===== config.mk =====
export PLATFORM = sky130hd
export DESIGN_NAME = sasi_host_adapter_ports_unit
export DESIGN_NICKNAME = d
export VERILOG_FILES = /design/src/rtl/sha_pkg.sv /design/src/rtl/sasi_host_adapter_ports_unit.sv /design/src/rtl/sha_csr.sv /design/src/rtl/sha_core.sv
export SDC_FILE = /design/constraint.sdc
export NUM_CORES = 1
export LEC_CHECK = 0
export ABC_AREA = 1
export BUFFER_PORTS_ARGS = -buffer_cell sky130_fd_sc_hd__clkbuf_2
export CORE_ASPECT_RATIO = 0.7
export CORE_MARGIN = 8
export CORE_UTILIZATION = 51
export CTS_CLUSTER_SIZE = 14
export DETAILED_ROUTE_END_ITERATION = 8
export PLACE_DENSITY = 0.79
export SYNTH_ARGS = -nofsm -noshare
export SYNTH_HDL_FRONTEND = slang
export SYNTH_SLANG_ARGS = --single-unit

===== constraint.sdc =====
create_clock -name clock -period 2.5 [get_ports clock]
set_clock_uncertainty 0.2 [all_clocks]
set_input_delay 0.25 -clock clock [delete_from_list [all_inputs] [get_ports clock]]
set_output_delay 0.25 -clock clock [all_outputs]
set_load 0.05 [all_outputs]

===== src/rtl/sha_pkg.sv =====
// ----------------------------------------------------------------------------
// sha_pkg: shared types and constants of the SASI host adapter port block
//
// Holds the request and result beat layouts, the port and control-bit
// constants, the configuration register indexes and the small decode
// functions for the gate network and the drive-type switches.
// ----------------------------------------------------------------------------
package sha_pkg;

   // Request kinds carried in the req_type field.
   typedef enum logic [1:0] {
      REQ_PORT_WRITE = 2'd0,
      REQ_PORT_READ  = 2'd1,
      REQ_LINE_EVENT = 2'd2,
      REQ_TERM_COUNT = 2'd3
   } req_kind_type;

   // Configuration register indexes; register i sits at byte address 4*i.
   typedef enum logic [2:0] {
      CFG_DISK0_PRESENT    = 3'd0,
      CFG_DISK0_SIZE_MB    = 3'd1,
      CFG_DISK0_FOUR_HEADS = 3'd2,
      CFG_DISK0_SECTOR512  = 3'd3,
      CFG_DISK1_PRESENT    = 3'd4,
      CFG_DISK1_SIZE_MB    = 3'd5,
      CFG_DISK1_FOUR_HEADS = 3'd6,
      CFG_DISK1_SECTOR512  = 3'd7
   } cfg_index_type;

   localparam int CsrAddrWidth = 5;
   localparam int CsrDataWidth = 32;

   // Host I/O port addresses.
   localparam logic [15:0] DataPort    = 16'h0080;
   localparam logic [15:0] ControlPort = 16'h0082;
   localparam logic [7:0]  UnmappedRead = 8'hFF;

   // Control register bit positions.
   localparam int CtlNrdswBit = 6;
   localparam int CtlSelBit   = 5;
   localparam int CtlRstBit   = 3;
   localparam int CtlDmaeBit  = 1;
   localparam int CtlInteBit  = 0;

   // Line flag bit positions; the bit number is the signal id.
   localparam int NumLines    = 6;
   localparam int LineCxdBit  = 1;
   localparam int LineIxoBit  = 2;
   localparam int LineMsgBit  = 3;
   localparam int LineReqBit  = 4;
   localparam int LineAckBit  = 5;
   localparam logic [2:0] LastSignalId = 3'd5;

   // Drive type size thresholds in megabytes.
   localparam logic [11:0] SizeType0Max = 12'd6;
   localparam logic [11:0] SizeType1Max = 12'd11;
   localparam logic [11:0] SizeType2Max = 12'd16;
   localparam logic [11:0] SizeType3Max = 12'd21;
   localparam logic [11:0] SizeType5Max = 12'd31;
   localparam logic [2:0]  TypeAbsent   = 3'd7;

   // Request beat.
   typedef struct packed {
      req_kind_type req_type;
      logic [15:0]  port_addr;
      logic [7:0]   write_data;
      logic [2:0]   signal_id;
      logic         signal_level;
      logic [7:0]   target_read_data;
      logic         bus_req;
      logic         bus_bsy;
      logic         bus_msg;
      logic         bus_cd;
      logic         bus_io;
   } req_item_type;

   // Result beat.
   typedef struct packed {
      logic [7:0] read_data;
      logic       target_write;
      logic       target_read;
      logic [7:0] target_write_data;
      logic       rst_level;
      logic       sel_level;
      logic       irq;
      logic       drq;
   } rsp_item_type;

   // Outputs of the glue-gate network.
   typedef struct packed {
      logic a;
      logic d;
   } gate_out_type;

   // Gate network on the negated line flags and the DMA enable bit.
   function automatic gate_out_type gates(input logic dmae, input logic [NumLines-1:0] flags);
      gate_out_type g;
      logic         b;
      logic         c;
      g.a = !flags[LineReqBit] && flags[LineCxdBit];
      b   = !(!flags[LineReqBit] && !flags[LineIxoBit] && flags[LineMsgBit]
              && !flags[LineCxdBit]);
      c   = !(!dmae && g.a);
      g.d = !(b && c);
      return g;
   endfunction

   // Drive-type switch code of one disk.
   function automatic logic [2:0] drive_type(input logic present, input logic [11:0] size_mb,
                                             input logic four_heads);
      logic [2:0] t;
      if (!present) begin
         t = TypeAbsent;
      end else if (size_mb <= SizeType0Max) begin
         t = 3'd0;
      end else if (size_mb <= SizeType1Max) begin
         t = 3'd1;
      end else if (size_mb <= SizeType2Max) begin
         t = 3'd2;
      end else if (size_mb <= SizeType3Max) begin
         t = four_heads ? 3'd4 : 3'd3;
      end else if (size_mb <= SizeType5Max) begin
         t = 3'd5;
      end else begin
         t = 3'd6;
      end
      return t;
   endfunction

endpackage


===== src/rtl/sasi_host_adapter_ports_unit.sv =====
// ----------------------------------------------------------------------------
// sasi_host_adapter_ports_unit: SASI host adapter port block
//
// Top level: request register, handshake control, configuration registers
// and the decode core with its result register.
// ----------------------------------------------------------------------------
// The block takes one request beat per clock while the input is not stalled,
// and returns exactly one result beat for each, in order. A request passes
// through the input register and then the result register. The state update
// of the control register, line flags and request flags is committed as each
// request moves into the result register. A finished result may wait in the
// result register while the next request is taken; the input stalls only
// when both registers are full and the result side stalls. Disk configuration
// must be written through the APB port only while no request is in flight;
// the block itself does not enforce it.
module sasi_host_adapter_ports_unit
   import sha_pkg::*;
(
   input  logic                    clock,
   input  logic                    reset,
   input  logic                    req_valid,
   output logic                    req_stall,
   input  req_item_type            req_data,
   output logic                    rsp_valid,
   input  logic                    rsp_stall,
   output rsp_item_type            rsp_data,
   input  logic                    psel,
   input  logic                    penable,
   input  logic                    pwrite,
   input  logic [CsrAddrWidth-1:0] paddr,
   input  logic [CsrDataWidth-1:0] pwdata,
   output logic [CsrDataWidth-1:0] prdata,
   output logic                    pready
);

   logic         s1_valid_ff, s1_valid_in;
   req_item_type s1_item_ff;
   logic         room;
   logic         advance;
   logic [7:0]   switch_byte;

   // Handshake: the input register moves on whenever the result side has room.
   assign advance     = s1_valid_ff && room;
   assign req_stall   = s1_valid_ff && !room;
   assign s1_valid_in = req_stall ? 1'b1 : req_valid;

   // Input register.
   always_ff @(posedge clock) begin
      if (reset) begin
         s1_valid_ff <= 1'b0;
      end else begin
         s1_valid_ff <= s1_valid_in;
      end
   end

   always_ff @(posedge clock) begin
      if (req_valid && !req_stall) begin
         s1_item_ff <= req_data;
      end
   end

   // Disk configuration registers.
   sha_csr u_csr (
      .clock       (clock),
      .reset       (reset),
      .psel        (psel),
      .penable     (penable),
      .pwrite      (pwrite),
      .paddr       (paddr),
      .pwdata      (pwdata),
      .prdata      (prdata),
      .pready      (pready),
      .switch_byte (switch_byte)
   );

   // Decode, state and result register.
   sha_core u_core (
      .clock       (clock),
      .reset       (reset),
      .load        (advance),
      .item        (s1_item_ff),
      .switch_byte (switch_byte),
      .rsp_stall   (rsp_stall),
      .room        (room),
      .rsp_valid   (rsp_valid),
      .rsp_data    (rsp_data)
   );

   // The input only stalls behind a held request.
   a_stall_needs_held: assert property (@(posedge clock)
      req_stall |-> s1_valid_ff)
      else $error("input stalled with an empty input register");

   // Both pipeline registers are empty after reset.
   a_reset_empties: assert property (@(posedge clock)
      reset |=> !rsp_valid && !s1_valid_ff)
      else $error("pipeline not empty after reset");

   // A data-port access pulses at most one target strobe.
   a_one_strobe: assert property (@(posedge clock) disable iff (reset)
      rsp_valid |-> !(rsp_data.target_write && rsp_data.target_read))
      else $error("target read and write pulsed together");

endmodule


===== src/rtl/sha_csr.sv =====
// ----------------------------------------------------------------------------
// sha_csr: disk configuration registers
//
// APB-style register file holding the two disk descriptions, and the
// drive-type switch byte that a control-port read returns while NRDSW is clear.
// ----------------------------------------------------------------------------
module sha_csr
   import sha_pkg::*;
(
   input  logic                    clock,
   input  logic                    reset,
   input  logic                    psel,
   input  logic                    penable,
   input  logic                    pwrite,
   input  logic [CsrAddrWidth-1:0] paddr,
   input  logic [CsrDataWidth-1:0] pwdata,
   output logic [CsrDataWidth-1:0] prdata,
   output logic                    pready,
   output logic [7:0]              switch_byte
);

   logic        d0_present_ff;
   logic [11:0] d0_size_ff;
   logic        d0_four_ff;
   logic        d0_sec512_ff;
   logic        d1_present_ff;
   logic [11:0] d1_size_ff;
   logic        d1_four_ff;
   logic        d1_sec512_ff;

   cfg_index_type idx;
   logic          wr_en;

   assign pready = 1'b1;
   assign idx    = cfg_index_type'(paddr[4:2]);
   assign wr_en  = psel && penable && pwrite;

   // Register writes in the access phase.
   always_ff @(posedge clock) begin
      if (reset) begin
         d0_present_ff <= 1'b0;
         d0_size_ff    <= 12'd0;
         d0_four_ff    <= 1'b0;
         d0_sec512_ff  <= 1'b0;
         d1_present_ff <= 1'b0;
         d1_size_ff    <= 12'd0;
         d1_four_ff    <= 1'b0;
         d1_sec512_ff  <= 1'b0;
      end else if (wr_en) begin
         case (idx)
            CFG_DISK0_PRESENT:    d0_present_ff <= pwdata[0];
            CFG_DISK0_SIZE_MB:    d0_size_ff    <= pwdata[11:0];
            CFG_DISK0_FOUR_HEADS: d0_four_ff    <= pwdata[0];
            CFG_DISK0_SECTOR512:  d0_sec512_ff  <= pwdata[0];
            CFG_DISK1_PRESENT:    d1_present_ff <= pwdata[0];
            CFG_DISK1_SIZE_MB:    d1_size_ff    <= pwdata[11:0];
            CFG_DISK1_FOUR_HEADS: d1_four_ff    <= pwdata[0];
            CFG_DISK1_SECTOR512:  d1_sec512_ff  <= pwdata[0];
            default: ;
         endcase
      end
   end

   // Read-back mux.
   always_comb begin
      prdata = '0;
      case (idx)
         CFG_DISK0_PRESENT:    prdata[0]    = d0_present_ff;
         CFG_DISK0_SIZE_MB:    prdata[11:0] = d0_size_ff;
         CFG_DISK0_FOUR_HEADS: prdata[0]    = d0_four_ff;
         CFG_DISK0_SECTOR512:  prdata[0]    = d0_sec512_ff;
         CFG_DISK1_PRESENT:    prdata[0]    = d1_present_ff;
         CFG_DISK1_SIZE_MB:    prdata[11:0] = d1_size_ff;
         CFG_DISK1_FOUR_HEADS: prdata[0]    = d1_four_ff;
         CFG_DISK1_SECTOR512:  prdata[0]    = d1_sec512_ff;
         default:              prdata       = '0;
      endcase
   end

   // Switch byte: sector bits on top, then disk0 and disk1 type codes.
   assign switch_byte = {d0_present_ff && d0_sec512_ff,
                         d1_present_ff && d1_sec512_ff,
                         drive_type(d0_present_ff, d0_size_ff, d0_four_ff),
                         drive_type(d1_present_ff, d1_size_ff, d1_four_ff)};

endmodule


===== src/rtl/sha_core.sv =====
// ----------------------------------------------------------------------------
// sha_core: port decode, adapter state and result register
//
// Decodes one registered request, updates the control register, the line
// flags and the two request flags, and loads the result register.
// ----------------------------------------------------------------------------
module sha_core
   import sha_pkg::*;
(
   input  logic         clock,
   input  logic         reset,
   input  logic         load,
   input  req_item_type item,
   input  logic [7:0]   switch_byte,
   input  logic         rsp_stall,
   output logic         room,
   output logic         rsp_valid,
   output rsp_item_type rsp_data
);

   logic [7:0]          ctl_ff, ctl_in;
   logic [NumLines-1:0] flags_ff, flags_in;
   logic                irq_ff, irq_in;
   logic                drq_ff, drq_in;
   logic                out_valid_ff;
   rsp_item_type        out_ff, out_in;
   gate_out_type        g_old, g_new;
   logic [7:0]          status_byte;

   assign room      = !out_valid_ff || !rsp_stall;
   assign rsp_valid = out_valid_ff;
   assign rsp_data  = out_ff;

   // Live bus status with the interrupt flag.
   assign status_byte = {item.bus_req, 1'b0, item.bus_bsy, item.bus_msg,
                         item.bus_cd, item.bus_io, 1'b0, irq_ff};

   // Request decode and next state.
   always_comb begin
      ctl_in   = ctl_ff;
      flags_in = flags_ff;
      out_in   = '0;
      case (item.req_type)
         REQ_PORT_WRITE: begin
            if (item.port_addr == DataPort) begin
               out_in.target_write      = 1'b1;
               out_in.target_write_data = item.write_data;
            end else if (item.port_addr == ControlPort) begin
               ctl_in = item.write_data;
            end
         end
         REQ_PORT_READ: begin
            if (item.port_addr == DataPort) begin
               out_in.target_read = 1'b1;
               out_in.read_data   = item.target_read_data;
            end else if (item.port_addr == ControlPort) begin
               out_in.read_data = ctl_ff[CtlNrdswBit] ? status_byte : switch_byte;
            end else begin
               out_in.read_data = UnmappedRead;
            end
         end
         REQ_LINE_EVENT: begin
            if (item.signal_id <= LastSignalId) begin
               for (int i = 0; i < NumLines; i++) begin
                  if (item.signal_id == 3'(i)) begin
                     flags_in[i] = !item.signal_level;
                  end
               end
            end
         end
         REQ_TERM_COUNT: begin
            if (item.signal_level) begin
               ctl_in[CtlDmaeBit] = 1'b0;
            end
         end
         default: ;
      endcase

      // Gate network edges; no state change means no edge.
      g_old  = gates(ctl_ff[CtlDmaeBit], flags_ff);
      g_new  = gates(ctl_in[CtlDmaeBit], flags_in);
      irq_in = irq_ff;
      drq_in = drq_ff;
      if (!g_old.d && g_new.d) begin
         irq_in = ctl_in[CtlInteBit];
      end
      if (!g_old.a && g_new.a) begin
         drq_in = ctl_in[CtlDmaeBit];
      end
      if (ctl_ff[CtlInteBit] && !ctl_in[CtlInteBit]) begin
         irq_in = 1'b0;
      end
      if (ctl_ff[CtlDmaeBit] && !ctl_in[CtlDmaeBit]) begin
         drq_in = 1'b0;
      end
      if (flags_ff[LineAckBit] && !flags_in[LineAckBit]) begin
         drq_in = 1'b0;
      end

      out_in.rst_level = ctl_in[CtlRstBit];
      out_in.sel_level = ctl_in[CtlSelBit];
      out_in.irq       = irq_in;
      out_in.drq       = drq_in;
   end

   // Adapter state, committed when a request moves into the result register.
   always_ff @(posedge clock) begin
      if (reset) begin
         ctl_ff   <= '0;
         flags_ff <= '1;
         irq_ff   <= 1'b0;
         drq_ff   <= 1'b0;
      end else if (load) begin
         ctl_ff   <= ctl_in;
         flags_ff <= flags_in;
         irq_ff   <= irq_in;
         drq_ff   <= drq_in;
      end
   end

   // Result register.
   always_ff @(posedge clock) begin
      if (reset) begin
         out_valid_ff <= 1'b0;
      end else if (load) begin
         out_valid_ff <= 1'b1;
      end else if (!rsp_stall) begin
         out_valid_ff <= 1'b0;
      end
   end

   always_ff @(posedge clock) begin
      if (load) begin
         out_ff <= out_in;
      end
   end

   // A request flag can only stand while its enable bit is set.
   a_irq_needs_inte: assert property (@(posedge clock) disable iff (reset)
      irq_ff |-> ctl_ff[CtlInteBit])
      else $error("irq flag set while INTE is clear");

   a_drq_needs_dmae: assert property (@(posedge clock) disable iff (reset)
      drq_ff |-> ctl_ff[CtlDmaeBit])
      else $error("drq flag set while DMAE is clear");

   a_no_load_without_room: assert property (@(posedge clock) disable iff (reset)
      load |-> room)
      else $error("result register loaded while full and stalled");

endmodule


======== After elaboration in Yosys (flattened, before gate mapping) ========
Cells that the tools add are included.
Widths: inputs -> output; s select.
word-level totals
  flip-flop bits (word level) ............. 112
  output and inout bits ................... 57
cells by class
  magnitude comparators ................... 11
  equal/unequal tests ..................... 18
  multiplexer cells ....................... 42
  bitwise gates (word level) .............. 1
  reduce and logical (&&, ||, !) cells .... 60
operators with widths
  operator             count
  $le 12x5->1 const B  6
  $mux 3               12
  $eq 16x8->1 const B  2
  $le 12x3->1 const B  2
  $le 12x4->1 const B  2
  $logic_and 1x1->1    24
  $mux 6               4
  $mux 8               3
  $pmux 11 s2          1
  $logic_not 1->1      21
  $eq 3x3->1 const B   6
  $reduce_and 2->1     9
  $mux 1               17
  $eq 3x2->1 const B   4
  $pmux 1 s8           1
  $reduce_and 4->1     2
  $eq 3x1->1 const B   2
  $logic_not 3->1      2
  $eq 2x2->1 const B   2
  $mux 2               2
  $mux 4               1
  $le 3x3->1 const B   1
  $eq 2x1->1 const B   1
  $logic_not 2->1      1
  4 further kinds      4

======== Depth between registers and ports, before layout ========
  depth after elaboration ................. 14
  mapped depth ............................ 15
  mapped depth without buffers ............ 15

======== Hierarchy ========
A second synthesis with hierarchy kept.
second synthesis, totals
  cell total of the unflattened synthesis .. 522
  area, all modules ....................... 5,037.3 µm²
modules (own cells, without submodules)
  module                        times used  cells each  area each (µm²)  seq. area each (µm²)
  sha_csr                       1           261         1,886.8          600.6
  sha_core                      1           209         1,803.0          920.9
  sasi_host_adapter_ports_unit  1           52          1,347.5          1,311.3

======== Worst setup path after synthesis ========
Ideal clock, no wire load.
  path kind ............................... register to register
  from .................................... reg u_core.out_valid_ff (netlist: u_core.rsp_valid)
  to ...................................... reg u_core.flags_ff[5]
  arrival ................................. 2.022 ns
  required time ........................... 2.176 ns
  slack ................................... 0.153 ns
  stages on the path, launching flop included .. 8
  path buffers ............................ 1
  period minus slack after synthesis ...... 2.347 ns
  path through ............................ dfxtp_1 -> nand2_1 -> inv_1 -> nor2_2 -> inv_1 -> clkbuf_1 -> o31ai_1 -> nand2_1
on the way
  longest elaborated chain between the ends .. 3
ends and longest elaborated chain
  what                      line                                source
  start: declaration        sha_core.sv:25                      logic out_valid_ff;
  start signal: assignment  sha_core.sv:124                     out_valid_ff <= 1'b0;
  start signal: assignment  sha_core.sv:126                     out_valid_ff <= 1'b1;
  start signal: assignment  sha_core.sv:128                     out_valid_ff <= 1'b0;
  $logic_not 1->1           sha_core.sv:30                      assign room = !out_valid_ff || !rsp_stall;
  $logic_or 1x1->1          sha_core.sv:30
  $logic_and 1x1->1         sasi_host_adapter_ports_unit.sv:43  assign advance = s1_valid_ff && room;
  net advance               sasi_host_adapter_ports_unit.sv:39  logic advance;
  end signal: assignment    sha_core.sv:115                     flags_ff <= flags_in;
  end: declaration          sha_core.sv:22                      logic [NumLines-1:0] flags_ff, flags_in;
The timed path passes the listed nets, and every way through them passes these cells.
A chain may end at the register's enable or synchronous reset.

======== Worst setup path in the final report ========
  from .................................... reg s1_item_ff[41] (netlist name)
  to ...................................... reg u_core.out_ff (netlist bit u_core.rsp_data[1]), data pin
on the way
  longest elaborated chain between the ends .. 12
  elaborated cells between the ends (all ways) .. 24
  those cells by class .................... eq/ne (2); mux (5); reduce/logical (17)
ends and longest elaborated chain
  what                                line                                source
  start: declaration                  sasi_host_adapter_ports_unit.sv:37  req_item_type s1_item_ff;
  start signal: assignment            sasi_host_adapter_ports_unit.sv:58  s1_item_ff <= req_data;
  $eq 2x2->1                          sha_core.sv:43                      case (item.req_type)
  $mux 6                              sha_core.sv:43
  $logic_not 1->1 (on tied branches)  sha_pkg.sv:100, sha_pkg.sv:101
  $logic_and 1x1->1 (2 in a row)      sha_pkg.sv:101                      b = !(!flags[LineReqBit] && !flags[LineIxoBit] && flags[LineMsgBit]
  $logic_and 1x1->1                   sha_pkg.sv:102                      && !flags[LineCxdBit]);
  $logic_not 1->1                     sha_pkg.sv:101
  $logic_and 1x1->1                   sha_pkg.sv:104                      g.d = !(b && c);
  $logic_not 1->1                     sha_pkg.sv:104
  $logic_and 1x1->1                   sha_core.sv:84                      if (!g_old.d && g_new.d) begin
  $mux 1                              sha_core.sv:84
  $mux 1 (*)                          sha_core.sv:90                      if (ctl_ff[CtlInteBit] && !ctl_in[CtlInteBit]) begin
  net u_core.irq_in                   sha_core.sv:23                      logic irq_ff, irq_in;
  end signal: assignment              sha_core.sv:134                     out_ff <= out_in;
  end: declaration                    sha_core.sv:26                      rsp_item_type out_ff, out_in;
Mark *: on every way through the listed nets, which the timed path passes. The rest lies on a longest branch.

==> impl_metrics.csv <==
group,metric,value,unit
run,max_cap_viol_count,0,
worst_setup_path,cp-endpoint,"u_core.rsp_data[1]",
synth,synth_cells,506,
cts,tritoncts,"done",
cells_and_area,final_cell_count_no_fill,784,
worst_setup_path,r2r_setup_slack,160,ps
cells_and_area,drive_above_1_share,0.220,
synth,yosysSeqAreaShare,0.589,
grt,grt_start_max_net_pins,35,
grt,grt_pass1_wl,19.4,mm
floorplanning,dieArea,0.0128,mm^2
grt,grt_pass1_vias,3992,
cts,root_buffer,"clkbuf_16",
placement,numPortBuffers,100,
cells_and_area,nets,746,
timing,finalSetupTns,0,ps
timing,fmax,428,MHz
worst_setup_path,cp_max_fo,5,
worst_setup_path,endpoint_kind,"flip-flop",
route,drc_errors,0,
timing,drv_slew,0,
placement,placedCellCount,719,
timing,hold_violations,0,
worst_setup_path,ff2ff_path_depth,13,
floorplanning,rows,29,
placement,place.gp.congestion,0.883,
synth,syn-cell-area,0.00481,mm^2
worst_setup_path,startpoint,"s1_item_ff[41]",
route,viasPerCell,5.18,
cts,cts_setup_buffers,0,
route,drt_wl_total,12.1,mm
worst_setup_path,crit_type,"flip-flop to flip-flop",
worst_hold_path,hp-start,"pwdata[8]",
cts,cts_max_level,3,
cts,clk_latency,350,ps
worst_setup_path,cp.arrival,2240,ps
floorplanning,initial_core_util,0.528,
cts,cts_sinks,109,
synth,yosysWarnings,0,
grt,antenna_found_initial,0,
route,routed-via-count,4063,
placement,post-place-ws,264,ps
worst_setup_path,timing.rr.start,"s1_item_ff[41]",
cells_and_area,diodes,0,
floorplanning,die_w,132,um
synth,syn_area_per_cell,9.50,um^2
floorplanning,core_area,0.00911,mm^2
floorplanning,ios,144,
grt,grt_usage,0.188,
pwr,p_leak,2.59,nW
worst_setup_path,r2r-end,"u_core.rsp_data[1]",
cts,cts_max_path_buffers,2,
route,drt_pass1_iterations,5,
timing,post-route-min-period,2340,ps
worst_hold_path,hp-class,"input pin to flip-flop",
pwr,power.density,626,mW/mm^2
synth,synth_cell_types,38,
timing,fin_hold_ws,9.00,ps
timing,worst_pin_slew,649,ps
worst_setup_path,required,2400,ps
timing,fin_crit_sh,0.934,
timing,finalSetupViolations,0,
worst_setup_path,cp-start-kind,"flip-flop",
pwr,finalPower,3.85,mW
pwr,peakVddDrop,0.508,mV
floorplanning,die_h,97.2,um
grt,grt_overflow,0,
cts,clk_transition_reported_paths,70,ps
timing,rsz0062_at_grt,"false",
status,status,"completed",
timing,fin_ws,165,ps
cells_and_area,syn_to_final_growth,28.1,%
placement,dp_hpwl,8.34,mm
route,routedWlPerCell,15.4,um
synth,ys_seq_elements,109,
route,ant_nets,0,
route,drt-initial-drc-count,395,
timing,relSlewSlack,0.567,
cts,cts_buffers,9,
-- state kept, by name, indices dropped and copies added, names as in the netlist, 5 cells and up --
name	cells
u_core.ctl_ff	5
u_csr.d1_size_ff	12
u_csr.d0_size_ff	12
u_core.flags_ff	5
s1_item_ff	43
u_core.rsp_data	22
-- cells in the mapped netlist --
cell type	instances	area, um^2
o21bai_1	1	7.51
nand4_1	2	12.5
inv_1	72	270
a21oi_2	2	17.5
nand3_1	19	95.1
nor2_1	31	116
nor4_1	1	6.26
nor3_2	1	10.0
nor2_4	4	45.0
buf_4	21	158
a31oi_1	2	12.5
o21a_1	1	7.51
o2111ai_1	1	8.76
nor2_2	5	31.3
clkbuf_1	8	30.0
a221oi_1	1	8.76
nand2_2	5	31.3
inv_2	8	30.0
o21ai_1	10	50.1
conb_1	2	7.51
o22ai_1	12	75.1
o21ai_0	46	230
ha_1	4	50.1
nand3_2	1	10.0
o311ai_0	2	17.5
nand2_1	55	206
nor3_1	8	40.0
o311a_1	2	20.0
o211ai_1	1	7.51
a22oi_1	1	7.51
a311oi_1	1	8.76
dfxtp_1	44	881
or2_2	1	6.26
o31ai_1	1	7.51
nand2_4	1	11.3
a21oi_1	60	300
edfxtp_1	65	1950
buf_2	4	20.0
-- per-stage QoR --
step,cell area [um^2],util
2_1_floorplan,4880,-
3_3_place_gp,5370,0.590
3_5_place_dp,5370,0.590
4_1_cts,6160,0.676
5_1_grt,6160,0.676
6_report,6160,0.676
-- repair_timing --
item                      4_1_cts  5_1_grt
gates resized for setup         0        0
hold buffers                   49        0
hold endpoints to repair       49        0
-- kinds of logic after synthesis --
kind of cell / synth area share
AND/OR/NAND/NOR: 0.129
buffers and inverters: 0.106
other: 0.00156
adder cells (fa/ha/maj): 0.0104
flip-flops: 0.589
AO/OA/AOI/OAI: 0.164
-- worst min path at each step --
stage                               end  slack (ps)  depth (start not counted)
finish              u_csr.d0_size_ff[8]           9                          3
global route        u_csr.d1_size_ff[4]          20                          3
CTS                 u_csr.d1_size_ff[4]           2                          3
detailed placement       s1_item_ff[15]         230                          1
global placement         s1_item_ff[15]         230                          1
floorplan                 s1_item_ff[0]         150                          0
-- worst max-delay path, cell delays in order (launching register included) --
cell,delay (ps)
edfxtp_1,420
inv_1,120
ha_1,210
inv_1,80
nor2_4,120
nand3_1,110
o21ai_1,210
nand2_1,90
a21oi_1,140
nand2_1,130
nand2_1,80
nand2_1,60
nand2_2,80
inv_1,50
-- final cells by class --
| class | instances | area [um^2] |
|---|---|---|
| inverter | 80 | 300 |
| fill | 694 | 2950 |
| clock buffer | 14 | 279 |
| multi-input combinational | 303 | 1540 |
| timing repair buffer | 152 | 1040 |
| sequential | 109 | 2830 |
| tap | 124 | 155 |
| clock inverter | 2 | 13.8 |
-- placed cells by master (no fill, tap or decap), drive strengths merged, types with 2 or more instances in the layout --
cell         synthesis  final
buf                 25      3
nand2               61     61
o311ai               2      2
o21ai               56     56
conb                 2     21
clkbuf               8    114
inv                 80     80
o22ai               12     12
dfxtp               44     44
o311a                2      2
nand3               20     20
a21oi               62     62
dlygate4sd3          0     49
a31oi                2      2
ha                   4      4
nor3                 9      9
nand4                2      2
edfxtp              65     65
nor2                40     40
-- layer usage --
layer	GRT usage	vias up	routed length [um]
li1	-	1978	-
met1	0.221	1888	4920
met2	0.313	178	5920
met3	0.0584	19	950
met4	0.0792	0	261
met5	0	-	0
-- power breakdown --
group          switching (mW)  internal, mW
Combinational           0.304         0.154
Clock                   0.606         0.777
Sequential             0.0332          1.98
Power figures use the tool's default switching activity.
